<file path="src/rtl/core/abpd_pkg.sv">
// abpd_pkg: shared types, register indexes and reset values for the beat detector
// used by abpd_core and audio_beat_party_detector_unit; no dependencies

package abpd_pkg;

  // background average span, windows are averaged over this plus one
  localparam int AVG_WINDOWS_DEF = 200;

  localparam int CFG_INDEX_W = 3;
  localparam int CFG_DATA_W  = 16;
  localparam int IN_DATA_W   = 16;
  localparam int OUT_DATA_W  = 32;

  // configuration register indexes
  typedef enum logic [CFG_INDEX_W-1:0] {
    REG_WINDOW_SAMPLES = 3'd0,
    REG_PEAK_THRESHOLD = 3'd1,
    REG_PEAKS_TO_ENTER = 3'd2,
    REG_PEAK_WINDOW    = 3'd3,
    REG_PARTY_DURATION = 3'd4
  } cfg_index_t;

  localparam logic [7:0]  WINDOW_SAMPLES_RST = 8'd100;
  localparam logic [15:0] PEAK_THRESHOLD_RST = 16'd993;
  localparam logic [7:0]  PEAKS_TO_ENTER_RST = 8'd20;
  localparam logic [7:0]  PEAK_WINDOW_RST    = 8'd200;
  localparam logic [15:0] PARTY_DURATION_RST = 16'd1000;

  typedef struct packed {
    logic [7:0]  window_samples;
    logic [15:0] peak_threshold;
    logic [7:0]  peaks_to_enter;
    logic [7:0]  peak_window;
    logic [15:0] party_duration;
  } cfg_t;

  typedef struct packed {
    logic       idle;
    logic       preboot;
    logic       listen_enable;
    logic [7:0] sample;
  } item_t;

  typedef struct packed {
    logic        window_end;
    logic [7:0]  amplitude;
    logic [15:0] background_level;
    logic        peaking;
    logic        party_active;
    logic        party_entered;
    logic        party_left;
    logic        party_beat;
    logic        test_beat;
  } result_t;

endpackage

</file>
<file path="src/rtl/core/abpd_core.sv">
// abpd_core: detector state and the per-sample update, one sample per step
// depends on abpd_pkg

module abpd_core #(
  parameter int AVG_WINDOWS = abpd_pkg::AVG_WINDOWS_DEF
) (
  input  logic              clk,
  input  logic              rst,
  input  logic              step,
  input  abpd_pkg::item_t   item,
  input  abpd_pkg::cfg_t    cfg,
  output abpd_pkg::result_t res
);
  import abpd_pkg::*;

  // constant divisor, exact reciprocal for 24-bit dividends
  localparam int          DIV     = AVG_WINDOWS + 1;
  localparam int          AVG_W   = $clog2(AVG_WINDOWS + 2);
  localparam longint unsigned RECIP_L = ((64'd1 << 32) + DIV - 1) / DIV;
  localparam logic [32:0] RECIP   = RECIP_L[32:0];
  localparam logic [AVG_W-1:0] AVG_LIMIT = AVG_W'(AVG_WINDOWS);
  localparam logic [AVG_W-1:0] AVG_RESTART = AVG_W'(2);
  localparam logic [AVG_W-1:0] AVG_ONE = AVG_W'(1);

  logic [7:0]       window_min, window_max, window_count, last_amplitude;
  logic [23:0]      level_sum;
  logic [AVG_W-1:0] avg_window_count;
  logic [15:0]      background_avg;
  logic [7:0]       spike_window_count, spike_count;
  logic             peak_now, party_on;
  logic [15:0]      party_remaining;

  logic [7:0]       window_min_next, window_max_next, window_count_next, last_amplitude_next;
  logic [23:0]      level_sum_next;
  logic [AVG_W-1:0] avg_window_count_next;
  logic [15:0]      background_avg_next;
  logic [7:0]       spike_window_count_next, spike_count_next;
  logic             peak_now_next, party_on_next;
  logic [15:0]      party_remaining_next;

  logic [7:0]  count_inc, run_max, run_min, amp;
  logic [15:0] level;
  logic [56:0] product;
  logic [15:0] quotient;
  logic [16:0] margin;
  logic [7:0]  spikes_base, spikes_inc;
  logic        wend, spike, on_after_timeout;
  logic        entered, left, beat, tbeat;

  // quotient of the stored sum, used only when the average closes
  assign product  = 57'(level_sum) * 57'(RECIP);
  assign quotient = product[47:32];

  always_comb begin
    count_inc = window_count + 8'd1;
    run_max   = window_max;
    run_min   = window_min;
    if (item.sample > window_max) begin
      run_max = item.sample;
    end else if (item.sample < window_min) begin
      run_min = item.sample;
    end
    wend  = (count_inc == cfg.window_samples);
    amp   = run_max - run_min;
    level = {amp, 8'h00};

    window_min_next          = run_min;
    window_max_next          = run_max;
    window_count_next        = count_inc;
    last_amplitude_next      = last_amplitude;
    level_sum_next           = level_sum;
    avg_window_count_next    = avg_window_count;
    background_avg_next      = background_avg;
    spike_window_count_next  = spike_window_count;
    spike_count_next         = spike_count;
    peak_now_next            = peak_now;
    party_on_next            = party_on;
    party_remaining_next     = party_remaining;
    on_after_timeout         = party_on;
    spikes_base              = spike_count;
    spikes_inc               = spike_count;
    margin                   = '0;
    spike                    = 1'b0;
    entered                  = 1'b0;
    left                     = 1'b0;
    beat                     = 1'b0;
    tbeat                    = 1'b0;

    if (wend) begin
      last_amplitude_next = amp;
      window_min_next     = 8'hff;
      window_max_next     = 8'h00;
      window_count_next   = 8'h00;

      // party countdown, timeout when it reaches zero
      if (party_on && (party_remaining == 16'd0)) begin
        on_after_timeout = 1'b0;
        left             = 1'b1;
      end else if (party_on) begin
        party_remaining_next = party_remaining - 16'd1;
      end

      // background average, last average seeds the next sum
      if (avg_window_count > AVG_LIMIT) begin
        background_avg_next   = quotient;
        level_sum_next        = 24'(quotient) + 24'(level);
        avg_window_count_next = AVG_RESTART;
      end else begin
        avg_window_count_next = avg_window_count + AVG_ONE;
        level_sum_next        = level_sum + 24'(level);
      end

      if (spike_window_count > cfg.peak_window) begin
        spikes_base             = 8'd0;
        spike_window_count_next = 8'd0;
      end else begin
        spike_window_count_next = spike_window_count + 8'd1;
      end

      margin        = 17'(background_avg_next) + 17'(cfg.peak_threshold);
      peak_now_next = (17'(level) > margin);
      spike         = peak_now_next && !peak_now;
      spikes_inc    = spikes_base + 8'd1;
      spike_count_next = spikes_base;
      party_on_next    = on_after_timeout;

      if (!on_after_timeout && item.listen_enable && !item.preboot && spike) begin
        spike_count_next = spikes_inc;
        if (spikes_inc > cfg.peaks_to_enter) begin
          party_on_next        = 1'b1;
          party_remaining_next = cfg.party_duration;
          entered              = 1'b1;
        end
      end else if (spike && on_after_timeout && item.idle) begin
        beat = 1'b1;
      end else if (spike && item.preboot) begin
        tbeat = 1'b1;
      end
    end

    res.window_end       = wend;
    res.amplitude        = last_amplitude_next;
    res.background_level = background_avg_next;
    res.peaking          = peak_now_next;
    res.party_active     = party_on_next;
    res.party_entered    = entered;
    res.party_left       = left;
    res.party_beat       = beat;
    res.test_beat        = tbeat;
  end

  always_ff @(posedge clk) begin
    if (rst) begin
      window_min         <= 8'hff;
      window_max         <= 8'h00;
      window_count       <= 8'h00;
      last_amplitude     <= 8'h00;
      level_sum          <= '0;
      avg_window_count   <= '0;
      background_avg     <= '0;
      spike_window_count <= 8'h00;
      spike_count        <= 8'h00;
      peak_now           <= 1'b0;
      party_on           <= 1'b0;
      party_remaining    <= '0;
    end else if (step) begin
      window_min         <= window_min_next;
      window_max         <= window_max_next;
      window_count       <= window_count_next;
      last_amplitude     <= last_amplitude_next;
      level_sum          <= level_sum_next;
      avg_window_count   <= avg_window_count_next;
      background_avg     <= background_avg_next;
      spike_window_count <= spike_window_count_next;
      spike_count        <= spike_count_next;
      peak_now           <= peak_now_next;
      party_on           <= party_on_next;
      party_remaining    <= party_remaining_next;
    end
  end

endmodule

</file>
<file path="src/rtl/core/audio_beat_party_detector_unit.sv">
// audio_beat_party_detector_unit: top level of the peak-to-peak beat detector
// depends on abpd_pkg and abpd_core
//
//  channel   | direction | request carries
//  ----------+-----------+---------------------------------------------------
//  s_axis    | in        | one microphone sample with its mode flags
//  m_axis    | out       | one result per sample, tlast marks a window end
//  cfg       | in        | register index and write data
//
// one sample per clock sustained while m_axis does not stall; a sample is
// registered in the input register, then its result in the result register.
// the slowest path is the constant-reciprocal multiply of the stored level
// sum followed by the threshold compare. rst is synchronous: clears all
// detector state, loads register defaults and empties both stages. a stalled
// m_axis holds the result stage and drops s_axis_tready once in_valid is set.

module audio_beat_party_detector_unit #(
  parameter int AVG_WINDOWS = abpd_pkg::AVG_WINDOWS_DEF
) (
  input  logic                            clk,
  input  logic                            rst,
  // s_axis_tdata: sample[7:0], listen_enable[8], preboot[9], idle[10], zeros above
  input  logic                            s_axis_tvalid,
  output logic                            s_axis_tready,
  input  logic [abpd_pkg::IN_DATA_W-1:0]  s_axis_tdata,
  // m_axis_tdata: amplitude[7:0], background_level[23:8], peaking[24],
  // party_active[25], party_entered[26], party_left[27], party_beat[28],
  // test_beat[29], zeros above; tlast is window_end
  output logic                            m_axis_tvalid,
  input  logic                            m_axis_tready,
  output logic [abpd_pkg::OUT_DATA_W-1:0] m_axis_tdata,
  output logic                            m_axis_tlast,
  input  logic                            cfg_valid,
  output logic                            cfg_ready,
  input  logic [abpd_pkg::CFG_INDEX_W-1:0] cfg_index,
  input  logic [abpd_pkg::CFG_DATA_W-1:0]  cfg_data
);
  import abpd_pkg::*;

  cfg_t    cfg;
  item_t   in_item;
  logic    in_valid;
  result_t res_comb;
  result_t res;
  logic    out_valid;
  logic    advance;
  logic    step;

  // configuration registers, always ready
  assign cfg_ready = 1'b1;

  always_ff @(posedge clk) begin
    if (rst) begin
      cfg.window_samples <= WINDOW_SAMPLES_RST;
      cfg.peak_threshold <= PEAK_THRESHOLD_RST;
      cfg.peaks_to_enter <= PEAKS_TO_ENTER_RST;
      cfg.peak_window    <= PEAK_WINDOW_RST;
      cfg.party_duration <= PARTY_DURATION_RST;
    end else if (cfg_valid) begin
      unique case (cfg_index_t'(cfg_index))
        REG_WINDOW_SAMPLES: cfg.window_samples <= cfg_data[7:0];
        REG_PEAK_THRESHOLD: cfg.peak_threshold <= cfg_data;
        REG_PEAKS_TO_ENTER: cfg.peaks_to_enter <= cfg_data[7:0];
        REG_PEAK_WINDOW:    cfg.peak_window    <= cfg_data[7:0];
        REG_PARTY_DURATION: cfg.party_duration <= cfg_data;
        default: ;
      endcase
    end
  end

  // result stage can take a new result when empty or being drained
  assign advance       = !out_valid || m_axis_tready;
  assign step          = in_valid && advance;
  assign s_axis_tready = !in_valid || advance;

  // input register
  always_ff @(posedge clk) begin
    if (rst) begin
      in_valid <= 1'b0;
    end else if (s_axis_tready) begin
      in_valid <= s_axis_tvalid;
    end
  end

  always_ff @(posedge clk) begin
    if (s_axis_tready && s_axis_tvalid) begin
      in_item <= item_t'(s_axis_tdata[10:0]);
    end
  end

  abpd_core #(
    .AVG_WINDOWS(AVG_WINDOWS)
  ) u_core (
    .clk  (clk),
    .rst  (rst),
    .step (step),
    .item (in_item),
    .cfg  (cfg),
    .res  (res_comb)
  );

  // result register
  always_ff @(posedge clk) begin
    if (rst) begin
      out_valid <= 1'b0;
    end else if (advance) begin
      out_valid <= in_valid;
    end
  end

  always_ff @(posedge clk) begin
    if (step) begin
      res <= res_comb;
    end
  end

  assign m_axis_tvalid = out_valid;
  assign m_axis_tlast  = res.window_end;
  assign m_axis_tdata  = {2'b00, res.test_beat, res.party_beat, res.party_left,
                          res.party_entered, res.party_active, res.peaking,
                          res.background_level, res.amplitude};

endmodule
</file>
<file path="config.mk">
export PLATFORM = sky130hd
export DESIGN_NAME = audio_beat_party_detector_unit
export DESIGN_NICKNAME = d
export VERILOG_FILES = /design/src/rtl/core/abpd_pkg.sv /design/src/rtl/core/abpd_core.sv /design/src/rtl/core/audio_beat_party_detector_unit.sv
export SDC_FILE = /design/constraint.sdc
export NUM_CORES = 1
export LEC_CHECK = 0
export BUFFER_PORTS_ARGS = -buffer_cell sky130_fd_sc_hd__clkbuf_2
export CAP_MARGIN = 40
export CORE_ASPECT_RATIO = 1.5
export CORE_UTILIZATION = 58
export DETAILED_ROUTE_END_ITERATION = 10
export PLACE_DENSITY = 0.78
export SLEW_MARGIN = 40
export SYNTH_ARGS = -nofsm -noshare
export SYNTH_HDL_FRONTEND = slang
export SYNTH_SLANG_ARGS = --single-unit
</file>
<file path="constraint.sdc">
create_clock -name clk -period 10.3 [get_ports clk]
set_clock_uncertainty 0.1 [all_clocks]
set_input_delay 1.03 -clock clk [delete_from_list [all_inputs] [get_ports clk]]
set_output_delay 1.03 -clock clk [all_outputs]
set_load 0.005 [all_outputs]
</file>
==> qor.yml, run 1 <==
timing:
  rsz0062_at_grt: "false"
  worstMarginPinSlew_ns: 0.793
  period_share_pct: 97.6
  max_freq_mhz: 99.5
  slew_viol_final: 0
  finalHoldViolCount: 0
  period_minus_slack_ns: 10.05
  setup-violations-final: 0
  slew-limit-headroom_pct: 46.8
  setup_tns_ns: 0
critical_path:
  required_ns: 10.48
  endpoint_kind: "register"
  start_kind: "register"
  path_max_fanout: 7
  crit_top_cell: "fa_1"
  cpMaxStageDelayCell: "fa_1"
  path_class: "reg2reg"
  cp.arrival_ns: 10.23
  slowest_delay_ns: 0.64
grt:
  grt_max_degree: 86
  antenna_found_initial: 0
  overflow: 0
  grt_pass1_vias: 19700
  grt_util_all_layers_pct: 33.6
  grt_pass1_wl_um: 100000
pwr:
  p_leak_nw: 12.4
  power_mw: 2.08
  peakVddDrop_mv: 0.160
  power_per_cell_area_nw_per_um2: 84.0
placement:
  port_buffers: 67
  routabilityCongestion: 0.998
  dp_hpwl_um: 51600
  dp.cells: 3121
routing:
  vias: 18800
  firstDrtPassIters: 7
  final_antenna_net_count: 0
  wl_per_cell_um: 20.1
  drt_iter0_drc: 1292
  wirelength_um: 63700
  drc: 0
  vias_per_cell: 5.93
die:
  floorplan.die_area_um2: 38300
  placementRows: 86
  fp.dieW_um: 160
  coreArea_um2: 36800
  io_pins: 76
  start_util_pct: 59.1
  die-height_um: 239
clock_tree:
  cts_hold_buf: 0
  h-tree-depth: 1
  numCtsBuffers: 22
  cts_root_buffer: "clkbuf_16"
  clk_path_buf_depth: 3
  clk_pin_slew_ns: 0.07
  clk_latency_ns: 0.54
  clkSinkCount: 214
  tritoncts: "yes"
yosys:
  synth_seq_cells: 214
  syn_area_per_cell_um2: 8.74
  synth-xor-area-share_pct: 2.76
  yosys-mux-area-fraction_pct: 1.58
  ys_seq_area_share_pct: 21.6
  synth_area_um2: 21700
  syn_inst: 2487
  synth_fa_ha_area_share_pct: 37.0
  yosys.area_share.simple_pct: 14.6
  yosysUniqueCellTypes: 87
  ys.flop_type: "dfxtp_1"
  ys.warnings.count: 0
  synth_async_sr_flop_share_pct: 0
  synth-edff-count: 42
  synth_compound_area_share_pct: 13.4
  synth_top_family_by_area: "adder cells"
final_layout:
  num_antenna_cells: 0
  stdcell_count: 3165
  num-nets-final: 3234
  area_growth_pct: 13.8
  drive_gt1_share_pct: 14.4
flow_run:
  cap_violations: 0
hold_path:
  hold_class: "reg2reg"
run_status:
  status: "complete, no violations"
## registers in the layout, summed over array words and instances, names as in the netlist
name                       cells
cfg                           56
in_item                       11
in_valid                       1
m_axis_tdata                  30
m_axis_tlast                   1
m_axis_tvalid                  1
u_core.avg_window_count        8
u_core.background_avg         16
u_core.last_amplitude          8
u_core.level_sum              24
u_core.party_on                1
u_core.party_remaining        16
u_core.peak_now                1
u_core.spike_count             8
u_core.spike_window_count      8
u_core.window_count            8
u_core.window_max              8
u_core.window_min              8
## worst paths after layout
path	startpoint	endpoint	slack [ns]	cells past startpoint
max	u_core.level_sum[12]	m_axis_tdata[24]	0.25	37
max reg2reg	u_core.level_sum[12]	m_axis_tdata[24]	0.25	37
min reg2reg	cfg[30]	cfg[30]	0.36	2
min	cfg[30]	cfg[30]	0.36	2
## through the flow
step	utilization (%)	hold WS, ns	setup WS [ns]	cell area [um2]
floorplan	-	0.332	0.0594	21800
global placement	64.2	0.338	-0.230	23600
detailed placement	64.3	0.348	-0.343	23700
CTS	66.5	0.356	0.0112	24500
global route	67.2	0.383	0.00988	24700
finish	67.2	0.358	0.251	24700
## kinds of logic (layout without fill, tap and decap cells)
group / Yosys count / count (layout)
DFF: 214 / 214
AOI/OAI and AO/OA: 465 / 465
muxes: 32 / 32
other: 2 / 3
xor gates and xnor gates: 67 / 67
adders and majority gates: 529 / 529
buffers and inverters: 512 / 705
and+or+nand+nor: 666 / 666
## metal layers
| layer | GRT usage (%) | wire length [um] | up-vias | part of all wire (%) |
|---|---|---|---|---|
| met5 | 0 | 0 | - | 0 |
| met2 | 63.7 | 33500 | 673 | 53 |
| met3 | 3.59 | 2980 | 283 | 4.7 |
| li1 | - | - | 8747 | - |
| met4 | 26.3 | 5630 | 0 | 8.8 |
| met1 | 33.2 | 21600 | 9056 | 34 |
## where the power goes
| part | internal (mW) | leakage, nW | switching, mW |
|---|---|---|---|
| clock | 0.456 | 0.353 | 0.368 |
| combinational | 0.133 | 10.3 | 0.225 |
| sequential | 0.877 | 1.79 | 0.0204 |
## synthesized netlist by cell type, drive strengths merged, types with 21 or more instances
cell type,n,area (um2)
clkbuf,67,251
a21o,35,263
fa,189,3780
o21a,21,158
edfxtp,42,1260
nand3,79,400
a31oi,26,163
xnor2,41,359
o211ai,25,188
o21ai,97,489
nand4,32,200
xor2,25,219
nor2,112,420
nor3,41,215
ha,340,4250
inv,431,1620
dfxtp,172,3440
a21oi,156,781
nand2,265,995
## cells in the final DEF (no fill, tap or decap), types with 8 or more instances in the layout
master,n
a211oi_1,15
o21ai_0,45
and2_1,11
nor4_1,8
dfxtp_2,10
or4_1,9
o211ai_1,25
clkbuf_16,24
xnor2_1,39
a21oi_1,144
o21a_1,21
xor2_1,25
or2_2,10
nand4_1,32
nor2_1,110
o21bai_1,9
nor3_1,37
or3_1,17
nand3_1,76
a21oi_2,12
ha_1,333
dfxtp_1,161
o21ai_1,45
nand2_1,263
fa_1,184
a31oi_1,25
and3_1,17
mux2i_1,12
mux2_2,16
buf_4,162
clkbuf_2,66
nand2b_1,14
nor2b_1,18
edfxtp_1,42
inv_1,424
a21o_1,35
## repair_timing
action	in CTS	in global routing
endpoints found under the setup margin	31	31
pin swaps	7	38
resized for setup	26	51
buffers inserted	1	3
## critical path, delay by kind of cell (launching register included)
kind,cells,cell delay [ns]
and+or+nand+nor,9,2.12
muxes,2,0.53
buffers and inverters,7,0.78
AOI/OAI and AO/OA,8,1.59
xor gates and xnor gates,1,0.14
adders and majority gates,10,4.15
DFF,1,0.36
## layout make-up
cell class | instances | area [um2]
clock inverter | 13 | 108
sequential | 214 | 4720
tap | 484 | 606
clock buffer | 27 | 616
fill | 3034 | 12100
multi-input combinational | 1762 | 15400
inverter | 431 | 1620
timing repair buffer | 234 | 1640
No activity file was read; power rests on OpenSTA's default activity.
==> run 2, diff against run 1 <==
Settings changed: CORE_UTILIZATION 58 to 60, PLACE_DENSITY 0.78 to 0.77.
Clock period 10.3 ns to 12.69 ns, I/O delays scaled along.
==> run 2 against run 1 <==
Clock-buffer cell count rose by 1. Sequential share of layout area rose by 1.2 points. Routed wire length fell by 6.9%. Clock power fell by 28%. Sequential cell count did not move. Core utilization fell by 2.5 points. Worst setup slack improved by 0.63 ns. Critical path depth fell by 4. Combinational power fell by 24%. Hold slack got worse by 0.0016 ns. Non-clock buffer count fell by 143. Fmax fell by 15%. Largest cell class unchanged. Largest power group unchanged.
==> qor.yml, run 2 (same netlist as run 1, synthesis figures left out) <==
clock_tree:
  tritoncts: "yes"  # unchanged
  cts_hold_buf: 0  # unchanged
  numCtsBuffers: 21  # was 22
  cts_root_buffer: "clkbuf_16"  # unchanged
  clk_latency_ns: 0.52  # was 0.54 ns
  cts-resized-gates: 0  # was 26
  clk_path_buf_depth: 3  # unchanged
  h-tree-depth: 1  # unchanged
  clkSinkCount: 214  # unchanged
  clk_pin_slew_ns: 0.07  # about the same
  cts_setup_buffers: 0  # was 1
routing:
  wirelength_um: 59300  # was 63700 um
  final_antenna_net_count: 0  # unchanged
  vias: 17900  # was 18.8k
  firstDrtPassIters: 5  # was 7
  wl_per_cell_um: 19.7  # was 20.1 um
  drc: 0  # unchanged
  vias_per_cell: 5.94  # was 5.93
  drt_iter0_drc: 964  # was 1292
hold_path:
  hold_class: "reg2reg"  # unchanged
timing:
  slew_viol_final: 0  # unchanged
  fin_hold_ws_ns: 0.356  # was 0.358 ns
  max_freq_mhz: 84.7  # was 99.5 MHz
  finalHoldViolCount: 0  # unchanged
  period_share_pct: 93.0  # was 97.6%
  setup_tns_ns: 0  # unchanged
  slew-limit-headroom_pct: 46.5  # was 46.8%
  setup-violations-final: 0  # unchanged
  worstMarginPinSlew_ns: 0.796  # was 0.793 ns
  rsz0062_at_grt: "false"  # unchanged
  period_minus_slack_ns: 11.81  # was 10.05 ns
pwr:
  p_leak_nw: 11.6  # was 12.4 nW
  peakVddDrop_mv: 0.118  # was 0.160 mV
  power_per_cell_area_nw_per_um2: 68.9  # was 84.0 nW/um2
final_layout:
  final_common_cell: "inv_1"  # unchanged
  largest-register: "cfg"  # unchanged
  drive_gt1_share_pct: 6.75  # was 14.4%
  largest_reg_flops: 56  # unchanged
  most-common-layout-cells: "inv_1, ha_1, nand2_1, fa_1, dfxtp_1"  # was inv_1, ha_1, nand2_1, fa_1, buf_4
  stdcell_count: 3013  # was 3165
  finish.utilization_pct: 64.7  # was 67.2%
  num_antenna_cells: 0  # unchanged
  area_growth_pct: 6.66  # was 13.8%
  num-nets-final: 3090  # was 3234
critical_path:
  cp.arrival_ns: 11.98  # was 10.23 ns
  path_max_fanout: 9  # was 7
  crit_top_cell: "fa_1"  # unchanged
  endpoint_kind: "register"  # unchanged
  slowest_delay_ns: 0.83  # was 0.64 ns
  required_ns: 12.86  # was 10.48 ns
  start_kind: "register"  # unchanged
  cpMaxStageDelayCell: "dfxtp_1"  # was fa_1
  path_class: "reg2reg"  # unchanged
grt:
  overflow: 0  # unchanged
  grt_max_degree: 67  # was 86
  grt_pass1_wl_um: 94500  # was 100000 um
  antenna_found_initial: 0  # unchanged
  grt_util_all_layers_pct: 33.2  # was 33.6%
  grt_pass1_vias: 18400  # was 19.7k
die:
  placementRows: 85  # was 86
  floorplan.die_area_um2: 37000  # was 38300 um2
  start_util_pct: 60.7  # was 59.1%
  coreArea_um2: 35800  # was 36800 um2
  io_pins: 76  # unchanged
  fp.dieW_um: 157  # was 160 um
  die-height_um: 235  # was 239 um
placement:
  dp_hpwl_um: 47900  # was 51600 um
  port_buffers: 67  # unchanged
  dp.cells: 2976  # was 3121
  routabilityCongestion: 0.979  # was 0.998
flow_run:
  cap_violations: 0  # unchanged
run_status:
  status: "complete, no violations"  # unchanged
## run 2: metrics by stage
stage	total power [mW]	worst slack (ns)	instance area, um2
final	1.60	0.884	23200
after global routing	1.66	0.480	23200
after CTS	1.60	0.965	23200
after detailed placement	1.01	0.982	22600
after global placement	1.00	1.05	22500
after floorplan	0.920	2.36	21800
## run 2: metal layers
layer  global-route usage (%)  wire length, um
met1                     34.6            20800
met2                     60.2            30600
met3                     3.85             2820
met4                     24.4             5020
met5                        0                0
## run 2: final cells by class
class,count,area [um2]
inverter,431,1620
clock inverter,9,75.1
fill,3064,12600
timing repair buffer,91,518
tap,478,598
clock buffer,28,552
sequential,214,4700
multi-input combinational,1762,15100
## run 2: critical path: cells and delay by family, from the launching register on
kind                       cells  cell delay [ns]
adders and majority gates     10             4.52
and+or+nand+nor                9             2.88
AOI/OAI and AO/OA              8             2.10
DFF                            1             0.83
muxes                          2             0.66
xor gates and xnor gates       2             0.28
buffers and inverters          2             0.17
## run 2: power by group
| group | total [mW] | switching (mW) | internal, mW |
|---|---|---|---|
| registers | 0.728 | 0.0157 | 0.712 |
| logic | 0.274 | 0.173 | 0.101 |
| clock network | 0.597 | 0.269 | 0.327 |
| total | 1.60 | 0.458 | 1.14 |
## run 2: final timing paths
kind | start | slack [ns] | endpoint | depth (start not counted)
setup / recovery | u_core.level_sum[10] | 0.88 | m_axis_tdata[24] | 33
setup reg to reg | u_core.level_sum[10] | 0.88 | m_axis_tdata[24] | 33
hold reg to reg | cfg[1] | 0.36 | cfg[1] | 2
hold / removal | cfg[1] | 0.36 | cfg[1] | 2
